--- src/hdl/i2cms_pkg.sv ---
// shared types and constants for the i2c master bit sequencer
package i2cms_pkg;

    localparam int unsigned BitsPerByte  = 8;
    localparam int unsigned PhaseWidth   = 5;
    localparam int unsigned ByteTicks    = 19;
    localparam int unsigned InDataWidth  = 16;
    localparam int unsigned OutDataWidth = 16;

    localparam logic [PhaseWidth-1:0] DataPhases = PhaseWidth'(2 * BitsPerByte);
    localparam logic [PhaseWidth-1:0] AckHigh    = PhaseWidth'(2 * BitsPerByte + 1);
    localparam logic [PhaseWidth-1:0] LastPhase  = PhaseWidth'(ByteTicks - 1);

    typedef enum logic [2:0] {
        CMD_IDLE  = 3'd0,
        CMD_START = 3'd1,
        CMD_STOP  = 3'd2,
        CMD_WRITE = 3'd3,
        CMD_READ  = 3'd4
    } cmd_t;

    typedef struct packed {
        logic [PhaseWidth-1:0] phase;
        cmd_t                  cmd;
        logic [7:0]            tx_shift;
        logic [7:0]            rx_shift;
        logic                  ack_latch;
        logic                  nack_wanted;
        logic                  scl_drive;
        logic                  sda_drive;
    } seq_state_t;

    // packed from the highest bit down, so req_type lands in the lowest bits
    typedef struct packed {
        logic       sda_in;
        logic       send_nack;
        logic [7:0] tx_byte;
        logic [2:0] req_type;
    } tick_in_t;

    typedef struct packed {
        logic busy_res;
        logic done_res;
    } tick_flags_t;

endpackage

--- src/hdl/i2c_master_bit_sequencer_core.sv ---
// top level of the i2c master bit sequencer: stream ports and result register
//
//  channel | dir | handshake          | payload
//  s_      | in  | s_tvalid/s_tready  | s_tdata: req_type, tx_byte, send_nack, sda_in
//  m_      | out | m_tvalid/m_tready  | m_tdata: scl, sda, busy, done, rx_byte, ack
//
// one tick per cycle unless m_tready low holds a waiting result; each tick accepted
// gives its result next cycle from the result register, the only pipeline stage
// s_tready stays high while the result register is empty or being drained
// reset returns the sequencer to idle with both lines released
module i2c_master_bit_sequencer_core (
    input  logic                                aclk,
    input  logic                                aresetn,
    input  logic                                s_tvalid,
    output logic                                s_tready,
    // req_type[2:0], tx_byte[10:3], send_nack[11], sda_in[12], zero[15:13]
    input  logic [i2cms_pkg::InDataWidth-1:0]   s_tdata,
    output logic                                m_tvalid,
    input  logic                                m_tready,
    // scl_level[0], sda_level[1], busy_res[2], done_res[3], rx_byte[11:4],
    // ack_received[12], zero[15:13]
    output logic [i2cms_pkg::OutDataWidth-1:0]  m_tdata
);
    import i2cms_pkg::*;

    seq_state_t  state_reg;
    seq_state_t  state_next;
    tick_in_t    tick_in;
    tick_flags_t flags;
    logic        out_valid_reg;
    logic [OutDataWidth-1:0] out_data_reg;
    logic        accept;

    assign tick_in = tick_in_t'(s_tdata[12:0]);
    assign s_tready = !out_valid_reg || m_tready;
    assign accept = s_tvalid && s_tready;

    i2cms_step u_step (
        .cur_state(state_reg),
        .tick_in  (tick_in),
        .nxt_state(state_next),
        .flags    (flags)
    );

    always_ff @(posedge aclk) begin
        if (!aresetn) begin
            state_reg <= '{phase: '0, cmd: CMD_IDLE, tx_shift: '0, rx_shift: '0,
                           ack_latch: 1'b0, nack_wanted: 1'b0,
                           scl_drive: 1'b1, sda_drive: 1'b1};
            out_valid_reg <= 1'b0;
        end else begin
            if (accept) begin
                state_reg <= state_next;
                out_valid_reg <= 1'b1;
            end else if (m_tready) begin
                out_valid_reg <= 1'b0;
            end
        end
    end

    always_ff @(posedge aclk) begin
        if (accept) begin
            out_data_reg <= {3'b000, state_next.ack_latch, state_next.rx_shift,
                             flags.done_res, flags.busy_res,
                             state_next.sda_drive, state_next.scl_drive};
        end
    end

    assign m_tvalid = out_valid_reg;
    assign m_tdata  = out_data_reg;

endmodule

--- src/hdl/i2cms_step.sv ---
// next-state logic for one bus phase tick of the sequencer
module i2cms_step (
    input  i2cms_pkg::seq_state_t  cur_state,
    input  i2cms_pkg::tick_in_t    tick_in,
    output i2cms_pkg::seq_state_t  nxt_state,
    output i2cms_pkg::tick_flags_t flags
);
    import i2cms_pkg::*;

    always_comb begin
        seq_state_t s;
        logic [PhaseWidth-1:0] p;
        logic last;
        s = cur_state;
        last = 1'b0;
        flags = '0;

        if (s.cmd == CMD_IDLE) begin
            case (tick_in.req_type)
                CMD_START, CMD_STOP: begin
                    s.cmd = cmd_t'(tick_in.req_type);
                    s.phase = '0;
                end
                CMD_WRITE: begin
                    s.cmd = CMD_WRITE;
                    s.phase = '0;
                    s.tx_shift = tick_in.tx_byte;
                end
                CMD_READ: begin
                    s.cmd = CMD_READ;
                    s.phase = '0;
                    s.nack_wanted = tick_in.send_nack;
                end
                default: begin
                end
            endcase
        end

        p = s.phase;
        case (s.cmd)
            CMD_START: begin
                s.scl_drive = (p < PhaseWidth'(2));
                s.sda_drive = (p == '0) || (p == PhaseWidth'(3));
                last = (p >= PhaseWidth'(3));
            end
            CMD_STOP: begin
                s.scl_drive = (p >= PhaseWidth'(1));
                s.sda_drive = (p >= PhaseWidth'(2));
                last = (p >= PhaseWidth'(2));
            end
            CMD_WRITE: begin
                if (p < DataPhases) begin
                    s.sda_drive = s.tx_shift[7];
                    s.scl_drive = p[0];
                    if (p[0]) begin
                        s.tx_shift = {s.tx_shift[6:0], 1'b0};
                    end
                end else begin
                    s.sda_drive = 1'b1;
                    s.scl_drive = (p == AckHigh);
                    if (p == AckHigh) begin
                        s.ack_latch = tick_in.sda_in;
                    end
                end
                last = (p >= LastPhase);
            end
            CMD_READ: begin
                if (p < DataPhases) begin
                    s.sda_drive = 1'b1;
                    s.scl_drive = p[0];
                    if (p[0]) begin
                        s.rx_shift = {s.rx_shift[6:0], tick_in.sda_in};
                    end
                end else begin
                    s.sda_drive = s.nack_wanted;
                    s.scl_drive = (p == AckHigh);
                end
                last = (p >= LastPhase);
            end
            default: begin
            end
        endcase

        if (s.cmd != CMD_IDLE) begin
            if (last) begin
                flags.done_res = 1'b1;
                s.cmd = CMD_IDLE;
                s.phase = '0;
            end else begin
                flags.busy_res = 1'b1;
                s.phase = p + PhaseWidth'(1);
            end
        end

        nxt_state = s;
    end

endmodule
--- config.mk ---
export PLATFORM = sky130hd
export DESIGN_NAME = i2c_master_bit_sequencer_core
export DESIGN_NICKNAME = d
export VERILOG_FILES = /design/src/hdl/i2cms_pkg.sv /design/src/hdl/i2c_master_bit_sequencer_core.sv /design/src/hdl/i2cms_step.sv
export SDC_FILE = /design/constraint.sdc
export NUM_CORES = 1
export LEC_CHECK = 0
export BUFFER_PORTS_ARGS = -buffer_cell sky130_fd_sc_hd__buf_4
export CAP_MARGIN = 20
export CORE_ASPECT_RATIO = 1.75
export CORE_MARGIN = 10
export CORE_UTILIZATION = 30
export CTS_BUF_LIST = sky130_fd_sc_hd__clkbuf_2
export DETAILED_ROUTE_END_ITERATION = 6
export GPL_ROUTABILITY_DRIVEN = 0
export GPL_TIMING_DRIVEN = 0
export PLACE_DENSITY_LB_ADDON = 0.2
export SKIP_LAST_GASP = 1
export SYNTH_ARGS = -nofsm -noshare
export SYNTH_HDL_FRONTEND = slang
export SYNTH_SLANG_ARGS = --single-unit
export TNS_END_PERCENT = 5
--- constraint.sdc ---
create_clock -name aclk -period 6.71 [get_ports aclk]
set_input_delay 1.0065 -clock aclk [delete_from_list [all_inputs] [get_ports aclk]]
set_output_delay 1.0065 -clock aclk [all_outputs]
set_load 0.05 [all_outputs]
==> results.yml, run 1 <==
sta:
  finalClockSkew_ps: 38.2
  layout_setup_ws_ps: 3870
  rsz0062_at_grt: "no"
  slew_violations: 0
  hold_viol_final: 0
  hold_ws_ps: 459
  tightestPinTransition_ps: 599
  slew-limit-headroom_pct: 59.7
  max_freq_mhz: 352
  period_needed_ps: 2840
  fin_setup_tns_ps: 0
  fin_crit_sh_pct: 42.3
  setup_viol_count_final: 0
clock_network:
  postCtsSetupBuffers: 0
  cts_buffers: 5
  ctsHoldBuffers: 0
  root_buffer: "clkbuf_2"
  clk_latency_ps: 440
  clockBufferDepth: 2
  cts_resized: 0
  cts_max_level: 2
  cts_num_sinks: 42
  clk_pin_slew_ps: 260
  cts_tree: "yes"
grt:
  antenna_found_initial: 1
  grt_usage_pct: 10.2
  grt_pass1_wl_um: 9660
  grt_pass1_vias: 1978
  grt_max_degree: 23
  grt_overflow_total: 0
floorplan:
  die-area_um2: 11900
  start_util_pct: 30.8
  dieHeight_um: 137
  rows: 42
  fp.dieW_um: 86.9
  floorplan.core_area_um2: 7620
  io_pins: 38
power:
  finalPower_uw: 510
  swShare_pct: 33.8
  p_seq_share_pct: 54.1
  clockPowerShare_pct: 24.3
  p_switching_uw: 172
  internal_power_uw: 338
  peakVddDrop_uv: 57.2
  combPwrFrac_pct: 21.5
  leakage_nw: 1.05
  power_density_nw_per_um2: 185
yosys:
  synth_commonest_cells: "61 x nand2_1, 29 x dfxtp_1, 27 x a21oi_1, 27 x nand3_1, 14 x nor2_1"
  synth_edf_count: 13
  synth_top_flop_cell: "dfxtp_1"
  yosysSeqAreaShare_pct: 41.3
  ys_types: 57
  synth_area_leaders: "dfxtp_1 25%, edfxtp_1 17%, nand2_1 9.7%"
  synth_warnings: 0
  synth_async_sr_flop_share_pct: 0
  yosys.area.top_type: "dfxtp_1"
  synth_seq_cells: 42
  syn_inst: 283
  synth.top_cell.area_share_pct: 24.7
  syn_area_um2: 2350
  avgSynthCellArea_um2: 8.30
  synthMostInstantiatedCell: "nand2_1"
worst_hold_path:
  hp-class: "flip-flop to flip-flop"
  worstHoldPathCells: 2
  holdPathEnd: "state_reg[6]"
  worstHoldStart: "state_reg[5]"
critical_path:
  worst-r2r-setup-slack_ps: 3870
  cp_cell_sequence: "buf_6, nor3_1, nand3_1, and2_1, ha_1, a31o_2, o2bb2ai_1, a21oi_1, nand2_1"
  cpPeakStageDelay_ps: 500
  end_kind: "flip-flop"
  r2r_cells: 9
  timing.rr.start: "state_reg[20]"
  critPathTopFamily: "simple AND/OR/NAND/NOR gates"
  cp_slowest_cell: "nor3_1"
  start_kind: "flip-flop"
  cp_max_fo: 10
  timing.rr.end: "m_tdata[0]"
  arrival_ps: 3030
  crit_buf_inv: 1
  worst-setup-path-type: "flip-flop to flip-flop"
  worst_ep_required_time_ps: 6900
job:
  drv_cap: 0
place:
  io_buffers: 29
  dp_worst_setup_slack_ps: 3460
  hpwlAfterDp_um: 4480
detailed_routing:
  dr.pass1.iters: 4
  drtIter0Drc: 110
  wire_per_inst_um: 14.5
  ant_nets: 0
  dr_total_vias: 2098
  vias_per_cell: 5.09
  totalWireLength_um: 5980
  drc: 0
run_status:
  outcome: "completed"
cells_and_area:
  area_growth_pct: 17.1
  layout-drive-gt1-share_pct: 22.3
  fill_cells: 798
  largest_reg_flops: 28
  layout.nets: 343
==> layout make-up <==
type                            instances  area [um2]  area share, %
Antenna cell                            1        2.50         0.0910
Clock buffer                            5        25.0          0.910
Inverter                                7        26.3          0.955
Timing Repair Buffer                   30         233           8.46
Multi-Input combinational cell        214        1200           43.6
Tap cell                               88         110           4.00
Sequential cell                        42         971           35.3
Buffer                                 22         159           5.78
Clock inverter                          3        23.8          0.864
==> through the flow <==
step	cell area (um2)	cells	utilization, %
after floorplan	2360	285	-
after global placement	2680	402	35.2
after detailed placement	2680	402	35.2
after CTS	2730	410	35.9
after global routing	2750	412	36.1
final	2750	412	36.1
==> kinds of logic (layout without fill, tap and decap cells) <==
group	after synthesis	after routing	synth area share [%]
adder cells (fa/ha/maj)	1	1	0.533
flip-flops	42	42	41.3
other	1	4	0.160
AND/OR/NAND/NOR	138	138	27.8
multiplexers	10	10	4.74
XOR/XNOR	2	2	0.746
buffers and inverters	29	67	7.88
AO/OA/AOI/OAI	60	60	16.8
==> power groups by stage <==
stage               clock network, mW  logic (mW)  registers (mW)
CTS                             0.131       0.109           0.277
global route                    0.139       0.120           0.277
floorplan                           0      0.0591           0.299
global placement                    0       0.109           0.281
detailed placement                  0       0.109           0.281
finish                          0.124       0.110           0.276
==> placed cells by master (no fill, tap or decap), types with 5 or more instances in the layout <==
| master | synthesis | routed |
|---|---|---|
| a21oi_1 | 27 | 27 |
| buf_4 | 6 | 35 |
| clkbuf_1 | 8 | 8 |
| clkbuf_2 | 1 | 6 |
| dfxtp_1 | 29 | 29 |
| edfxtp_1 | 13 | 13 |
| inv_1 | 5 | 5 |
| mux2_2 | 9 | 9 |
| nand2_1 | 61 | 61 |
| nand3_1 | 27 | 27 |
| nor2_1 | 14 | 14 |
| nor3_1 | 8 | 8 |
| o21ai_0 | 9 | 9 |
==> per-layer routing <==
layer	share of wire (%)	up-vias	global-route usage, %
met3	4.4	12	2.38
met4	2.9	0	5.52
met1	39	965	10.5
li1	-	1072	-
met2	53	49	18.3
met5	0	-	0
==> worst reg2reg max path, cell delays in order, from the launching register on <==
cell,delay [ps]
dfxtp_1,370
buf_6,130
nor3_1,510
nand3_1,370
and2_1,280
ha_1,250
a31o_2,260
o2bb2ai_1,120
a21oi_1,220
nand2_1,80
==> worst max-delay path by stage <==
stage                             start    endpoint  slack (ps)  cells past startpoint
after floorplan              s_tdata[1]  m_tdata[0]        3900                      9
after global placement       s_tdata[0]  m_tdata[0]        3490                     10
after global routing      state_reg[20]  m_tdata[0]        3640                      9
after detailed placement     s_tdata[0]  m_tdata[0]        3460                     10
after CTS                 state_reg[20]  m_tdata[0]        3840                      9
final                     state_reg[20]  m_tdata[0]        3870                      9
(Power assumes the default switching activity.)
==> run 2: changes to the inputs <==
==> constraint.sdc (replaced) <==
create_clock -name aclk -period 2.43 [get_ports aclk]
set_input_delay 0.3645 -clock aclk [delete_from_list [all_inputs] [get_ports aclk]]
set_output_delay 0.3645 -clock aclk [all_outputs]
set_load 0.05 [all_outputs]
==> results.yml, run 2 (same netlist as run 1, synthesis figures left out) <==
grt:
  grt_overflow_total: 0
  grt_pass1_wl_um: 9760
  grt_max_degree: 23
  grt_usage_pct: 10.3
  antenna_found_initial: 1
  grt_pass1_vias: 1999
cells_and_area:
  layout-drive-gt1-share_pct: 23.2
  instances_no_fill: 412
  regArea_um2: 971
  layout_common_cells: "61 x nand2_1, 36 x buf_4, 29 x dfxtp_1"
  area_growth_pct: 18.3
  fill_cells: 794
  final_common_cell: "nand2_1"
  stdcell_area_um2: 2780
  multiInputGateArea_um2: 1220
  layout.nets: 343
  largest_reg_flops: 28
run_status:
  outcome: "completed"
detailed_routing:
  ant_nets: 0
  drc: 0
  totalWireLength_um: 5970
  wire_per_inst_um: 14.5
  vias_per_cell: 5.08
  dr.pass1.iters: 4
  drtIter0Drc: 94
  dr_total_vias: 2092
critical_path:
  r2r_cells: 9
  cp_cell_sequence: "clkbuf_8, nor3_4, nand3_4, and2_1, ha_1, a31o_2, o2bb2ai_1, a21oi_1, nand2_1"
  cpPeakStageDelay_ps: 360
  arrival_ps: 2570
  cp_slowest_cell: "dfxtp_1"
  crit_buf_inv: 1
  critPathTopFamily: "simple AND/OR/NAND/NOR gates"
  timing.rr.end: "m_tdata[0]"
  worst-r2r-setup-slack_ps: 50
  worst-setup-path-type: "flip-flop to flip-flop"
  end_kind: "flip-flop"
  start_kind: "flip-flop"
  cp_max_fo: 10
  timing.rr.start: "state_reg[21]"
  worst_ep_required_time_ps: 2620
floorplan:
  die-area_um2: 11900
  start_util_pct: 30.8
  rows: 42
  floorplan.core_area_um2: 7620
  io_pins: 38
  dieHeight_um: 137
  fp.dieW_um: 86.9
clock_network:
  ctsHoldBuffers: 0
  cts_num_sinks: 42
  clk_latency_ps: 440
  cts_buffers: 5
  root_buffer: "clkbuf_2"
  clk_pin_slew_ps: 260
  cts_tree: "yes"
  clockBufferDepth: 2
  cts_max_level: 2
place:
  hpwlAfterDp_um: 4480
  place_inst: 402
  io_buffers: 29
  placed_cell_area_um2: 2680
sta:
  period_needed_ps: 2380
  hold_viol_final: 0
  slew_violations: 0
  finalClockSkew_ps: 38.3
  rsz0062_at_grt: "yes"
  tightestPinTransition_ps: 558
  slew-limit-headroom_pct: 62.8
  fin_crit_sh_pct: 98.0
  setup_viol_count_final: 0
  max_freq_mhz: 420
power:
  power_density_nw_per_um2: 510
  leakage_nw: 1.06
  peakVddDrop_uv: 159
worst_hold_path:
  holdPathEnd: "state_reg[2]"
  worstHoldPathCells: 3
  worstHoldStart: "s_tdata[11]"
  hp-class: "primary input to flip-flop"
job:
  drv_cap: 0
==> run 2: how the worst max path moves through the flow <==
stage	start	end	slack [ps]	cells past startpoint
after CTS	state_reg[20]	m_tdata[0]	20	9
after floorplan	m_tvalid	m_tdata[0]	140	4
after global routing	state_reg[21]	m_tdata[0]	-60	9
final	state_reg[21]	m_tdata[0]	50	9
after detailed placement	state_reg[20]	m_tdata[0]	-370	9
after global placement	state_reg[20]	m_tdata[0]	-360	9
==> run 2: cell type report <==
cell class              count  share of cell area (%)
multi-input cells         214                    44.1
flip-flops and latches     42                    35.0
plain buffers              21                    5.59
clock buffers               5                   0.901
well taps                  88                    3.96
inverters                   7                   0.946
repair buffers             31                    8.65
diodes                      1                  0.0901
clock inverters             3                   0.856
==> run 2: stage by stage <==
stage | total power [mW] | TNS (ps) | util (%) | hold WS, ps | worst slack [ps]
3_3_place_gp | 1.08 | -1090 | 35.2 | 441 | -360
6_report | 1.42 | 0 | 36.5 | 134 | 48.7
4_1_cts | 1.43 | 0 | 36.1 | 109 | 15.2
3_5_place_dp | 1.08 | -1110 | 35.2 | 459 | -374
2_1_floorplan | 0.990 | 0 | - | 433 | 139
5_1_grt | 1.49 | -73.9 | 36.5 | 111 | -58.8
==> run 2: worst register-to-register path, stage by stage (launching register included) <==
cell,delay [ps]
dfxtp_1,360
clkbuf_8,150
nor3_4,300
nand3_4,160
and2_1,220
ha_1,260
a31o_2,270
o2bb2ai_1,120
a21oi_1,210
nand2_1,80
==> run 2: what timing repair did <==
item	4_1_cts	5_1_grt
buffers inserted	0	1
setup endpoints to repair	4	2
resized for setup	3	1
pin swaps	0	1
==> run 2: layer usage <==
layer  part of all wire (%)  wire length, um  track usage (%)  vias up
li1                       -                -                -     1073
met1                     39             2300             10.5      955
met2                     53             3170             18.3       50
met3                    4.6              273             2.44       14
met4                    3.7              221             6.15        0
met5                      0                0                0        -
==> run 2: where the power goes <==
| part | switching (mW) | total [mW] | internal, mW | leakage (nW) |
|---|---|---|---|---|
| clock | 0.269 | 0.343 | 0.0738 | 0.0256 |
| sequential | 0.0102 | 0.763 | 0.753 | 0.365 |
| combinational | 0.200 | 0.312 | 0.111 | 0.668 |
| total | 0.479 | 1.42 | 0.938 | 1.06 |
